File: src/rtl/simplex_noise_2d_defines.svh
// ----------------------------------------------------------------------------
// simplex_noise_2d_defines
// Assertion macros for the simplex noise RTL.
// ----------------------------------------------------------------------------
`ifndef SIMPLEX_NOISE_2D_DEFINES_SVH
`define SIMPLEX_NOISE_2D_DEFINES_SVH

// same-cycle implication
`define SND_ASSERT_IMP(lbl, ck, rn, ante, cons) \
	lbl: assert property (@(posedge ck) disable iff (!rn) (ante) |-> (cons)) \
		else $error("simplex_noise_2d: same-cycle check failed");

// next-cycle implication
`define SND_ASSERT_NXT(lbl, ck, rn, ante, cons) \
	lbl: assert property (@(posedge ck) disable iff (!rn) (ante) |=> (cons)) \
		else $error("simplex_noise_2d: next-cycle check failed");

`endif

File: src/rtl/snd_pkg.sv
// ----------------------------------------------------------------------------
// snd_pkg
// Constants, gradient set and control types of the simplex noise block.
// ----------------------------------------------------------------------------
package snd_pkg;

	localparam int SKEW_F2     = 23988;
	localparam int UNSKEW_G2   = 13849;
	localparam int NOISE_SCALE = 70;

	localparam logic [31:0] LCG_MUL = 32'd1103515245;
	localparam logic [31:0] LCG_ADD = 32'd12345;

	localparam logic REG_SEED = 1'b0;

	localparam int QUEUE_DEPTH = 8;
	localparam int QCNT_W      = 4;
	localparam int OUT_DEPTH   = 10;

	typedef struct packed {
		logic       busy;
		logic       wr_en;
		logic [7:0] wr_addr;
		logic [7:0] wr_data;
		logic [7:0] rd_addr0;
		logic [7:0] rd_addr1;
	} shf_ctrl_t;

	function automatic logic signed [1:0] grad_x(input logic [2:0] g);
		logic signed [1:0] r;
		case (g)
			3'd0, 3'd2, 3'd4: r = 2'sb01;
			3'd1, 3'd3, 3'd5: r = 2'sb11;
			default:          r = 2'sb00;
		endcase
		return r;
	endfunction

	function automatic logic signed [1:0] grad_y(input logic [2:0] g);
		logic signed [1:0] r;
		case (g)
			3'd0, 3'd1, 3'd6: r = 2'sb01;
			3'd2, 3'd3, 3'd7: r = 2'sb11;
			default:          r = 2'sb00;
		endcase
		return r;
	endfunction

endpackage

File: src/rtl/snd_shuffle.sv
// ----------------------------------------------------------------------------
// snd_shuffle
// Rebuilds the permutation table: identity fill, then LCG-driven
// Fisher-Yates swaps with a bit-serial remainder unit.
// ----------------------------------------------------------------------------
module snd_shuffle (
	input  logic                clk,
	input  logic                arst_n,
	input  logic                seed_wr,
	input  logic [31:0]         seed_val,
	input  logic [7:0]          rd_data0,
	input  logic [7:0]          rd_data1,
	output snd_pkg::shf_ctrl_t  ctrl
);

	localparam logic [2:0] ST_IDLE = 3'd0;
	localparam logic [2:0] ST_FILL = 3'd1;
	localparam logic [2:0] ST_LCG  = 3'd2;
	localparam logic [2:0] ST_DIV  = 3'd3;
	localparam logic [2:0] ST_READ = 3'd4;
	localparam logic [2:0] ST_CAPT = 3'd5;
	localparam logic [2:0] ST_WR1  = 3'd6;
	localparam logic [2:0] ST_WR2  = 3'd7;

	logic [2:0]  state_q;
	logic [7:0]  k_q;
	logic [31:0] st_q;
	logic [15:0] num_q;
	logic [8:0]  rem_q;
	logic [3:0]  cnt_q;
	logic [7:0]  vk_q;
	logic [7:0]  vp_q;

	logic [31:0] st_nx;
	logic [9:0]  rsh;
	logic [9:0]  dvs;
	logic [9:0]  rnew;

	assign st_nx = st_q * snd_pkg::LCG_MUL + snd_pkg::LCG_ADD;

	// one quotient bit per cycle, only the remainder is kept
	always_comb begin
		rsh  = {rem_q, num_q[15]};
		dvs  = {2'b00, k_q} + 10'd1;
		rnew = (rsh >= dvs) ? (rsh - dvs) : rsh;
	end

	always_ff @(posedge clk or negedge arst_n) begin
		if (!arst_n) begin
			state_q <= ST_FILL;
			k_q     <= 8'd0;
			st_q    <= 32'd0;
			cnt_q   <= 4'd0;
		end else if (seed_wr) begin
			state_q <= ST_FILL;
			k_q     <= 8'd0;
			st_q    <= seed_val;
			cnt_q   <= 4'd0;
		end else begin
			case (state_q)
				ST_FILL: begin
					if (k_q == 8'hFF) begin
						state_q <= ST_LCG;
					end else begin
						k_q <= k_q + 8'd1;
					end
				end
				ST_LCG: begin
					st_q    <= st_nx;
					cnt_q   <= 4'd0;
					state_q <= ST_DIV;
				end
				ST_DIV: begin
					cnt_q <= cnt_q + 4'd1;
					if (cnt_q == 4'd15) begin
						state_q <= ST_READ;
					end
				end
				ST_READ: state_q <= ST_CAPT;
				ST_CAPT: state_q <= ST_WR1;
				ST_WR1:  state_q <= ST_WR2;
				ST_WR2: begin
					if (k_q == 8'd1) begin
						state_q <= ST_IDLE;
					end else begin
						k_q     <= k_q - 8'd1;
						state_q <= ST_LCG;
					end
				end
				default: state_q <= ST_IDLE;
			endcase
		end
	end

	always_ff @(posedge clk) begin
		case (state_q)
			ST_LCG: begin
				num_q <= st_nx[31:16];
				rem_q <= 9'd0;
			end
			ST_DIV: begin
				num_q <= {num_q[14:0], 1'b0};
				rem_q <= rnew[8:0];
			end
			ST_CAPT: begin
				vk_q <= rd_data0;
				vp_q <= rd_data1;
			end
			default: ;
		endcase
	end

	always_comb begin
		ctrl.busy     = (state_q != ST_IDLE);
		ctrl.wr_en    = 1'b0;
		ctrl.wr_addr  = k_q;
		ctrl.wr_data  = k_q;
		ctrl.rd_addr0 = k_q;
		ctrl.rd_addr1 = rem_q[7:0];
		case (state_q)
			ST_FILL: ctrl.wr_en = 1'b1;
			ST_WR1: begin
				ctrl.wr_en   = 1'b1;
				ctrl.wr_data = vp_q;
			end
			ST_WR2: begin
				ctrl.wr_en   = 1'b1;
				ctrl.wr_addr = rem_q[7:0];
				ctrl.wr_data = vk_q;
			end
			default: ;
		endcase
	end

endmodule

File: config.mk
export PLATFORM = sky130hd
export DESIGN_NAME = snd_shuffle
export DESIGN_NICKNAME = d
export VERILOG_FILES = /design/src/rtl/simplex_noise_2d_defines.svh /design/src/rtl/snd_pkg.sv /design/src/rtl/snd_shuffle.sv
export SDC_FILE = /design/constraint.sdc
export NUM_CORES = 1
export LEC_CHECK = 0
export BUFFER_PORTS_ARGS = -buffer_cell sky130_fd_sc_hd__buf_4
export CAP_MARGIN = 20
export CORE_MARGIN = 4
export CORE_UTILIZATION = 45
export DETAILED_ROUTE_END_ITERATION = 10
export GPL_TIMING_DRIVEN = 0
export SLEW_MARGIN = 10
export SYNTH_ARGS = -nofsm -noshare
export SYNTH_HDL_FRONTEND = slang
export SYNTH_SLANG_ARGS = --single-unit
File: constraint.sdc
create_clock -name clk -period 10.5 [get_ports clk]
set_input_delay 2.1 -clock clk [delete_from_list [all_inputs] [get_ports clk]]
set_output_delay 2.1 -clock clk [all_outputs]
set_load 0.1 [all_outputs]
==> results.md <==
* Status: complete, no violations
* Crit path max fanout at 10
* Worst Path Arrival at 7.34 ns
* Vias in the first global route at 10700
* H-tree levels at 3
* Latest clock arrival within the worst-skew pair at 0.35 ns
* Slew HR at 30.0%
* WP buf/inv at 5
* Rows at 64
* Min-delay src: num_q[7]
* Worst path top cell family by delay: adder cells
* Min Hold Slack at 0.516 ns
* Post-CTS Setup Bufs at 0
* Leading area contributor after synthesis: fa_1
* WS Path Type: flop to flop
* Synth area leaders: fa_1, ha_1, inv_1
* Global-route wire length before repair at 58100 µm
* Main synth FF type: dfrtp_1
* Largest stage delay, worst path at 0.61 ns
* CP Capture Type: flop
* Tightest Pin Transition at 1.05 ns
* Final setup fails at 0
* Tmin final at 7.24 ns
* Footprint of the multi-input gates at 9780 µm²
* Final WS setup at 3.26 ns
* Cell Area, Synth at 13900 µm²
* Maximum clock frequency at 138 MHz
* Fin Clk Skew at 0.00813 ns
* Per-cell routed wire length at 17.8 µm
* CTS Buf Count at 9
* Area delta synth->final at 10.1%
* Iter 0 DRT Violations at 507
* GP Congestion at 0.921
* Final TNS setup at 0 ns
* Post-Syn Area per Cell at 9.29 µm²
* Die height at 184 µm
* Post-synth cell types at 60
* Hold path depth at 2
* Asr flop ratio synth at 53.4%
* Drt drc at 0
* R2R Path End: num_q[11]
* CTS tree: done
* Diodes inserted at 0
* Final instance area at 15300 µm²
* Synth Instances at 1499
* Final nets at 2055
* Highest-count cells in the layout ignoring fill and taps: inv_1, ha_1, fa_1, nand2_1, buf_4
* Total Routing Usage GR at 22.2%
* Slew Limit Fails at 0
* Cts repair resizes at 0
* DPL Wire Length at 30900 µm
* Final WL at 35600 µm
* Clock sink count at 88
* Synthesized net count at 1959
* Filler cells at 2920
* Sequential cell area at 2410 µm²
* Share of layout cells above drive strength 1 at 8.56%
* Cts hold-fix bufs at 0
* Initial core utilization at 45.5%
* Hold WC Path Type: flop to flop
* Endpoints failing hold at 0
* FF-to-FF Start: st_q[5]
* Pre-CTS WS at 3.30 ns
* Bufs on Longest Clock Path at 2
* Antenna viol nets, final at 0
* CP required at 10.60 ns
* Most frequent CP cell: fa_1
* Pin count of the biggest net entering global routing at 48
* Sequential fraction of the synthesis area at 17.3%
* CP max-delay cell: dfrtp_1
* Die area at 33800 µm²
* Crit start category: flop
* Initial antenna violation count at 0
* DIE WIDTH at 184 µm
* DRT Pass-1 Iters at 5
* DP Area at 15100 µm²
* Most common cell after layout, fill and taps aside: inv_1
* I/O Buffers at 84
* #FFs+latches synth at 88
* Root buffer cell: clkbuf_16
* Clk pin slew, worst setup/hold paths at 0.06 ns
* Syn. warnings at 0
* Max cap viols at 0
* Total core area at 30600 µm²
* Residual overflow from global routing at 0
* Vias per cell at 4.98
* Via Count at 9945
* R2r worst-path depth at 25
* Unrepaired setup endpoints after global routing: false
* Period Utilization, post-route at 69.0%
* Number of flops mapped to enable cells by yosys at 41
* Synth top area share at 27.2%
* R2R setup slack at 3.26 ns
* Ports at 85
* Hold path endpoint: num_q[8]
==> flip-flops by register name, summed over array words and instances (netlist names) <==
signal   flops
vk_q         8
cnt_q        4
state_q      3
num_q       16
k_q          8
st_q        32
rem_q        9
vp_q         8
==> synth_stat cells (all sizes together), types with 14 or more instances <==
cell type and n:
nor3 14, o21ai 52, xor2 27, clkbuf 24, inv 409, mux2i 20, nand2 116, nor2 67
nand3 15, a21oi 78, ha 220, xnor2 52, dfrtp 46, edfxtp 41, a21o 22, buf 19
fa 189
==> layer usage <==
layer / GRT usage, % / share of wire [%]
met1: 30.4 / 45
met2: 36.5 / 47
met3: 3.94 / 5.2
met4: 6.00 / 2.8
met5: 0 / 0
==> worst reg2reg max path, cell delays in order (launching register included) <==
cell and delay, ns:
dfrtp_1 0.61, ha_1 0.58, xor2_1 0.36, ha_1 0.23
a21oi_1 0.07, fa_1 0.49, fa_1 0.53, inv_1 0.06
fa_1 0.49, inv_1 0.05, fa_1 0.48, inv_1 0.08
fa_1 0.55, inv_1 0.06, fa_1 0.53, inv_1 0.05
ha_1 0.36, a21oi_1 0.18, o21ai_0 0.13, nand2_1 0.09
nand2_1 0.06, a41oi_2 0.25, nand2_1 0.09, a21oi_1 0.18
xnor2_1 0.15, mux2_2 0.30
==> through the flow <==
step                      std cells  utilization, %
after floorplan                1499               -
after global placement         1979            49.2
after detailed placement       1980            49.2
after CTS                      1996            50.1
after global routing           1996            50.1
final                          1996            50.1
==> cells by family (layout without fill, tap and decap cells) <==
kind of cell               Yosys count  count (layout)  synth area share [%]
buffers and inverters              452             553                  12.5
adders and majority gates          409             409                  46.9
and+or+nand+nor                    252             252                  7.95
AOI/OAI and AO/OA                  195             195                  8.59
DFF                                 88              88                  17.3
xor gates and xnor gates            79              79                  4.97
muxes                               24              24                  1.76
==> layout make-up <==
| type | count | share of cell area [%] |
|---|---|---|
| Multi-Input combinational cell | 959 | 63.8 |
| Sequential cell | 88 | 15.7 |
| Inverter | 409 | 10.0 |
| Timing Repair Buffer | 85 | 4.16 |
| Tap cell | 396 | 3.23 |
| Clock buffer | 11 | 1.52 |
| Buffer | 43 | 1.34 |
| Clock inverter | 5 | 0.212 |
==> worst max path at each step <==
stage,startpoint,end,cells after the start
final,st_q[5],num_q[11],25
after global routing,st_q[5],num_q[11],25
after CTS,st_q[0],num_q[9],24
after detailed placement,st_q[0],num_q[9],24
after global placement,st_q[0],num_q[9],24
after floorplan,st_q[12],st_q[31],22
Power is not shown: default switching activity piles up to over one toggle a cycle in this logic, so the estimate is an artifact.
