**config.mk**
```make
export PLATFORM = sky130hd
export DESIGN_NAME = snd_fifo
export DESIGN_NICKNAME = d
export VERILOG_FILES = /design/src/rtl/simplex_noise_2d_defines.svh /design/src/rtl/snd_fifo.sv
export SDC_FILE = /design/constraint.sdc
export NUM_CORES = 1
export LEC_CHECK = 0
export BUFFER_PORTS_ARGS = -buffer_cell sky130_fd_sc_hd__buf_2
export CAP_MARGIN = 25
export CORE_MARGIN = 2
export CORE_UTILIZATION = 49
export CTS_BUF_LIST = sky130_fd_sc_hd__clkbuf_4 sky130_fd_sc_hd__clkbuf_8
export DETAILED_ROUTE_END_ITERATION = 10
export PLACE_DENSITY = 0.76
export SKIP_CTS_REPAIR_TIMING = 1
export SYNTH_ARGS = -nofsm -noshare
export SYNTH_HDL_FRONTEND = slang
export SYNTH_SLANG_ARGS = --single-unit
```
**constraint.sdc**
```tcl
create_clock -name clk -period 3.8 [get_ports clk]
set_input_delay 0.57 -clock clk [delete_from_list [all_inputs] [get_ports clk]]
set_output_delay 0.57 -clock clk [all_outputs]
set_load 0.005 [all_outputs]
```
**src/rtl/simplex_noise_2d_defines.svh**
```systemverilog
// ----------------------------------------------------------------------------
// simplex_noise_2d_defines
// Assertion macros for the simplex noise RTL.
// ----------------------------------------------------------------------------
`ifndef SIMPLEX_NOISE_2D_DEFINES_SVH
`define SIMPLEX_NOISE_2D_DEFINES_SVH

// same-cycle implication
`define SND_ASSERT_IMP(lbl, ck, rn, ante, cons) \
	lbl: assert property (@(posedge ck) disable iff (!rn) (ante) |-> (cons)) \
		else $error("simplex_noise_2d: same-cycle check failed");

// next-cycle implication
`define SND_ASSERT_NXT(lbl, ck, rn, ante, cons) \
	lbl: assert property (@(posedge ck) disable iff (!rn) (ante) |=> (cons)) \
		else $error("simplex_noise_2d: next-cycle check failed");

`endif

```
**src/rtl/snd_fifo.sv**
```systemverilog
// ----------------------------------------------------------------------------
// snd_fifo
// Small register FIFO with occupancy count.
// ----------------------------------------------------------------------------
module snd_fifo #(
	parameter int W     = 16,
	parameter int DEPTH = 8
) (
	input  logic                         clk,
	input  logic                         arst_n,
	input  logic                         push,
	input  logic [W-1:0]                 push_data,
	input  logic                         pop,
	output logic [W-1:0]                 head,
	output logic                         empty,
	output logic                         full,
	output logic [$clog2(DEPTH+1)-1:0]   count
);

	localparam int PW = (DEPTH > 1) ? $clog2(DEPTH) : 1;
	localparam int NW = $clog2(DEPTH + 1);

	logic [W-1:0]  mem_q [DEPTH];
	logic [PW-1:0] wr_ptr_q, rd_ptr_q;
	logic [NW-1:0] count_q;

	always_ff @(posedge clk or negedge arst_n) begin
		if (!arst_n) begin
			wr_ptr_q <= '0;
			rd_ptr_q <= '0;
			count_q  <= '0;
		end else begin
			if (push) begin
				wr_ptr_q <= (wr_ptr_q == PW'(DEPTH - 1)) ? '0 : wr_ptr_q + PW'(1);
			end
			if (pop) begin
				rd_ptr_q <= (rd_ptr_q == PW'(DEPTH - 1)) ? '0 : rd_ptr_q + PW'(1);
			end
			if (push && !pop) begin
				count_q <= count_q + NW'(1);
			end else if (pop && !push) begin
				count_q <= count_q - NW'(1);
			end
		end
	end

	always_ff @(posedge clk) begin
		if (push) begin
			mem_q[wr_ptr_q] <= push_data;
		end
	end

	assign head  = mem_q[rd_ptr_q];
	assign empty = (count_q == '0);
	assign full  = (count_q == NW'(DEPTH));
	assign count = count_q;

endmodule

```
==> results.sh, run 1 <==
export IMPL_outcome="complete, no violations"
export IMPL_synth_top_area_share_pct=68.8
export IMPL_p_per_area_nw_per_um2=707
export IMPL_setup_viol=0
export IMPL_ys_seq_area_share_pct=73.3
export IMPL_ys_top_cells_by_area="edfxtp_1, mux4_1, dfrtp_1, mux2_2, ha_1"
export IMPL_remaining_drc_errors=0
export IMPL_p_seq_share_pct=45.8
export IMPL_synth_most_common_cell="edfxtp_1"
export IMPL_routed_wl_mm=9.31
export IMPL_switching_share_pct=28.4
export IMPL_fp_dieArea_um2=12300
export IMPL_wl_per_cell_um=20.0
export IMPL_rows=38
export IMPL_ys_ff_latch=138
export IMPL_n_antenna_cell=0
export IMPL_syn_to_final_growth_pct=14.0
export IMPL_hold_path_class="in -> reg"
export IMPL_multi_input_area_um2=1400
export IMPL_critical_path_startpoint="rd_ptr_q[0]$_DFFE_PN0P_"
export IMPL_max_cap_violations=0
export IMPL_period_needed_ns=2.84
export IMPL_vias=2578
export IMPL_critical_path_class="reg -> out"
export IMPL_r2r_start="wr_ptr_q[0]$_DFFE_PN0P_"
export IMPL_min_path_cells=2
export IMPL_hold_viol=0
export IMPL_synth_edf_count=128
export IMPL_die_h_um=111
export IMPL_die_w_um=111
export IMPL_regArea_um2=4090
export IMPL_via_per_inst=5.54
export IMPL_initial_core_util_pct=50.9
export IMPL_critPathMaxFanout=35
export IMPL_period_share_pct=74.8
export IMPL_place_congestion=0.755
export IMPL_min_to="rd_ptr_q[1]$_DFFE_PN0P_"
export IMPL_yosysUniqueCellTypes=29
export IMPL_worst_pin_slew_ns=0.918
export IMPL_slew_headroom_pct=38.8
export IMPL_clkLatencyLatePin_ns=0.42
export IMPL_crit_arrival_ns=2.27
export IMPL_h_tree_depth=4
export IMPL_synth_cells=252
export IMPL_rrSetupSlack_ns=1.80
export IMPL_root_buffer="clkbuf_8"
export IMPL_clkPwrFrac_pct=25.7
export IMPL_design_core_area_um2=11000
export IMPL_groute_usage_overall_pct=16.1
export IMPL_clock_sinks=138
export IMPL_slew_viol_final=0
export IMPL_netlist_area_um2=5590
export IMPL_nets=340
export IMPL_slowest_stage="mux4_1"
export IMPL_ir_worst_vdd_uv=486
export IMPL_grt_ovfl_total=0
export IMPL_synth_ff_type="edfxtp_1"
export IMPL_drive_above_1_share_pct=33.5
export IMPL_portBuffers=41
export IMPL_ant_nets=0
export IMPL_num_io_pins=42
export IMPL_cts_made_buffers=17
export IMPL_p_comb_share_pct=28.5
export IMPL_yosys_warnings=0
export IMPL_clockBufferDepth=2
export IMPL_n_fill_cell=804
export IMPL_avgSynthCellArea_um2=22.2
export IMPL_grt_pass1_wl_mm=14.7
export IMPL_setup_tns_ns=0
export IMPL_synth_area_leader_cell="edfxtp_1"
export IMPL_grt_start_max_net_pins=36
export IMPL_fmax_ghz=0.352
export IMPL_cp_slowest_stage_delay_ns=0.64
export IMPL_ys_async_sr_fraction_pct=7.25
export IMPL_critPathTopFamily="multiplexers"
export IMPL_worst_setup_path_start_kind="register"
export IMPL_clk_pin_slew_worst_paths_ns=0.07
export IMPL_crit_path_end_kind="output pin"
export IMPL_dp_hpwl_mm=5.70
export IMPL_worstPathCellList="buf_4 > mux4_1 > mux2_2 > buf_2"
export IMPL_internal_power_mw=3.23
export IMPL_cts_tree="done"
export IMPL_synth_commonest_cells="edfxtp_1, mux4_1, mux2_2"
export IMPL_timing_rr_end="mem_q[2][4]$_DFFE_PP_"
export IMPL_place_ws_ns=1.37
export IMPL_p_switching_mw=1.28
export IMPL_dr_pass1_iters=5
export IMPL_antenna_found_initial=0
export IMPL_rsz0062_at_grt="no"
export IMPL_drtIter0Drc=165
export IMPL_fin_ws_ns=0.957
export IMPL_synth_fp_nets=280
export IMPL_grt_pass1_vias=2701
export IMPL_skew_ns=0.0124
export IMPL_leakage_nw=2.23
export IMPL_crit_required_ns=3.23
export IMPL_min_from="pop"
export IMPL_reg2regPathDepth=3
export IMPL_cp_buffers_inverters=2
## final cells by class
type | count | share of cell area (%)
inverters | 4 | 0.236
flip-flops and latches | 138 | 64.2
clock buffers | 20 | 4.03
clock inverters | 12 | 2.22
well taps | 140 | 2.75
multi-input cells | 99 | 22.0
repair buffers | 52 | 4.56
## per-layer routing
metal  part of all wire [%]  vias up  wire [um]  GRT usage (%)
met2                     51       76       4780           25.8
met4                   0.74        0         69           5.83
met5                      0        -          0              0
li1                       -     1192          -              -
met3                    5.6        4        518           5.25
met1                     42     1306       3950           20.8
## stage by stage
| step | util (%) | hold slack, ns | power, mW | area (um2) | instances |
|---|---|---|---|---|---|
| after floorplan | - | 0.274 | 3.00 | 5590 | 252 |
| after global placement | 54.3 | 0.449 | 3.36 | 5960 | 432 |
| after detailed placement | 54.3 | 0.447 | 3.41 | 5960 | 432 |
| after CTS | 57.9 | -0.0101 | 4.56 | 6360 | 464 |
| after global routing | 58.0 | 0.390 | 4.75 | 6370 | 465 |
| final | 58.0 | 0.408 | 4.50 | 6370 | 465 |
## sequential cells by signal, indices dropped and copies added, names as in the netlist
| signal | flops |
|---|---|
| rd_ptr_q | 3 |
| mem_q | 128 |
| count | 4 |
| wr_ptr_q | 3 |
## logic make-up (layout without fill, tap and decap cells)
| family | count (synthesis) | count (layout) | synth area share (%) |
|---|---|---|---|
| buffers and inverters | 15 | 88 | 1.86 |
| xor gates and xnor gates | 2 | 2 | 0.314 |
| muxes | 54 | 54 | 19.3 |
| AOI/OAI and AO/OA | 8 | 8 | 0.918 |
| and+or+nand+nor | 27 | 27 | 2.46 |
| adders and majority gates | 8 | 8 | 1.93 |
| DFF | 138 | 138 | 73.3 |
## power by group through the flow
stage | registers [mW] | logic (mW) | clock network, mW
2_1_floorplan | 2.03 | 0.972 | 0
3_3_place_gp | 2.08 | 1.28 | 0
3_5_place_dp | 2.10 | 1.31 | 0
4_1_cts | 2.07 | 1.32 | 1.18
5_1_grt | 2.10 | 1.41 | 1.25
6_report | 2.06 | 1.28 | 1.16
## worst max-delay path by stage
stage	depth (start not counted)	slack, ns	end
6_report	4	0.96	head[15]
5_1_grt	4	0.82	head[15]
4_1_cts	4	0.91	head[12]
3_5_place_dp	4	1.37	head[12]
3_3_place_gp	4	1.39	head[12]
2_1_floorplan	2	1.59	mem_q[0][0]$_DFFE_PP_
## placed cells by master (no fill, tap or decap), types with 3 or more instances in the layout
cell type   count
buf_2          41
mux4_2          3
dfrtp_1        10
mux2_2         21
clkbuf_8       17
nand2_1         5
clkbuf_4        3
mux4_1         29
o21ai_0         3
nor2_1          8
inv_6           3
buf_4          10
nand3b_1        3
edfxtp_1      128
ha_1            7
clkinvlp_4      5
inv_1           4
(Power assumes the default switching activity.)
==> run 2, diff against run 1 <==
--- a/config.mk
+++ b/config.mk
@@ -11,7 +11,7 @@
 export CORE_UTILIZATION = 49
 export CTS_BUF_LIST = sky130_fd_sc_hd__clkbuf_4 sky130_fd_sc_hd__clkbuf_8
 export DETAILED_ROUTE_END_ITERATION = 10
-export PLACE_DENSITY = 0.76
+export PLACE_DENSITY = 0.79
 export SKIP_CTS_REPAIR_TIMING = 1
 export SYNTH_ARGS = -nofsm -noshare
 export SYNTH_HDL_FRONTEND = slang
==> constraint.sdc (replaced) <==
create_clock -name clk -period 2.6 [get_ports clk]
set_input_delay 0.39 -clock clk [delete_from_list [all_inputs] [get_ports clk]]
set_output_delay 0.39 -clock clk [all_outputs]
set_load 0.005 [all_outputs]
==> results.sh, run 2 (synthesized netlist as in run 1, its figures left out) <==
export IMPL_syn_to_final_growth_pct=15.5
export IMPL_p_comb_share_pct=30.3
export IMPL_nets=348
export IMPL_clock_sinks=138
export IMPL_switching_share_pct=29.3
export IMPL_hold_viol=0
export IMPL_crit_required_ns=2.21
export IMPL_setup_tns_ns=0
export IMPL_p_seq_share_pct=44.2
export IMPL_top_register="mem_q"
export IMPL_ant_nets=0
export IMPL_die_h_um=111
export IMPL_final_common_cell="edfxtp_1"
export IMPL_n_antenna_cell=0
export IMPL_grt_start_max_net_pins=36
export IMPL_place_area_um2=6050
export IMPL_rows=38
export IMPL_slew_headroom_pct=68.8
export IMPL_rsz0062_at_grt="no"
export IMPL_setup_viol=0
export IMPL_worst_pin_slew_ns=0.469
export IMPL_ir_worst_vdd_uv=499
export IMPL_drive_above_1_share_pct=34.8
export IMPL_design_core_area_um2=11000
export IMPL_slew_viol_final=0
export IMPL_remaining_drc_errors=0
export IMPL_place_ws_ns=0.458
export IMPL_place_congestion=0.731
export IMPL_layout_common_cells="edfxtp_1, buf_2, mux4_1"
export IMPL_portBuffers=41
export IMPL_drtIter0Drc=129
export IMPL_p_per_area_nw_per_um2=1040
export IMPL_die_w_um=111
export IMPL_p_switching_mw=1.97
export IMPL_dp_hpwl_mm=5.73
export IMPL_internal_power_mw=4.77
export IMPL_skew_ns=0.0137
export IMPL_hold_path_class="in -> reg"
export IMPL_max_cap_violations=0
export IMPL_root_buffer="clkbuf_8"
export IMPL_fp_dieArea_um2=12300
export IMPL_fin_ws_ns=0.0896
export IMPL_groute_usage_overall_pct=16.5
export IMPL_clockBufferDepth=2
export IMPL_critical_path_class="reg -> out"
export IMPL_grt_pass1_vias=2743
export IMPL_worst_setup_path_start_kind="register"
export IMPL_period_needed_ns=2.51
export IMPL_cts_tree="done"
export IMPL_num_io_pins=42
export IMPL_grt_ovfl_total=0
export IMPL_clkLatencyLatePin_ns=0.44
export IMPL_critPathMaxFanout=35
export IMPL_initial_core_util_pct=50.9
export IMPL_crit_path_end_kind="output pin"
export IMPL_cts_made_buffers=17
export IMPL_clk_pin_slew_worst_paths_ns=0.07
export IMPL_finish_instance_area_um2=6460
export IMPL_clkPwrFrac_pct=25.5
export IMPL_outcome="complete, no violations"
export IMPL_whs_ns=0.210
export IMPL_largest_reg_flops=128
export IMPL_crit_arrival_ns=2.12
export IMPL_via_per_inst=5.63
export IMPL_final_util_pct=58.8
export IMPL_leakage_nw=2.30
export IMPL_h_tree_depth=4
export IMPL_antenna_found_initial=1
export IMPL_grt_pass1_wl_mm=15.0
export IMPL_period_share_pct=96.6
export IMPL_dr_pass1_iters=4
export IMPL_fmax_ghz=0.398
export IMPL_routed_wl_mm=9.71
export IMPL_vias=2664
export IMPL_wl_per_cell_um=20.5
## run 2: cell type report
class,instances,area [um2]
Clock buffer,17,234
Fill cell,798,4530
Clock inverter,15,163
Timing Repair Buffer,60,375
Sequential cell,138,4090
Multi-Input combinational cell,99,1400
Tap cell,140,175
Inverter,4,15.0
## run 2: power by group through the flow
| stage | clock, mW | combinational, mW | sequential (mW) |
|---|---|---|---|
| floorplan | 0 | 1.42 | 2.97 |
| global placement | 0 | 2.01 | 3.01 |
| detailed placement | 0 | 2.05 | 3.03 |
| CTS | 1.76 | 2.07 | 2.98 |
| global route | 1.85 | 2.22 | 3.01 |
| finish | 1.72 | 2.04 | 2.98 |
## run 2: metrics by stage
| stage | power (mW) | instances |
|---|---|---|
| 6_report | 6.74 | 473 |
| 5_1_grt | 7.08 | 473 |
| 4_1_cts | 6.81 | 472 |
| 3_5_place_dp | 5.08 | 440 |
| 3_3_place_gp | 5.02 | 440 |
| 2_1_floorplan | 4.39 | 252 |
## run 2: per-layer routing
metal | track usage [%] | part of all wire (%) | routed length, um | vias to the layer above
met5 | 0 | 0 | 0 | -
met4 | 6.83 | 1.5 | 150 | 0
met3 | 5.30 | 4.4 | 427 | 15
met2 | 26.4 | 51 | 4910 | 75
met1 | 21.2 | 43 | 4220 | 1365
li1 | - | - | - | 1209
## run 2: final timing paths
kind | end | from | cells after the start | slack, ns
hold / removal | rd_ptr_q[1]$_DFFE_PN0P_ | pop | 2 | 0.21
min in group asynchronous | count[2]$_DFFE_PN0P_ | arst_n | 2 | 0.34
max in group asynchronous | wr_ptr_q[2]$_DFFE_PN0P_ | arst_n | 2 | 2.05
setup reg to reg | count[3]$_DFFE_PN0P_ | count[2]$_DFFE_PN0P_ | 4 | 0.94
setup / recovery | head[7] | rd_ptr_q[0]$_DFFE_PN0P_ | 4 | 0.09
hold reg to reg | count[2]$_DFFE_PN0P_ | count[2]$_DFFE_PN0P_ | 2 | 0.59
## run 2: worst max-delay path: stages (launching register included)
cell,delay (ns)
dfrtp_1,0.38
buf_12,0.27
mux4_1,0.61
mux2_2,0.30
buf_2,0.13
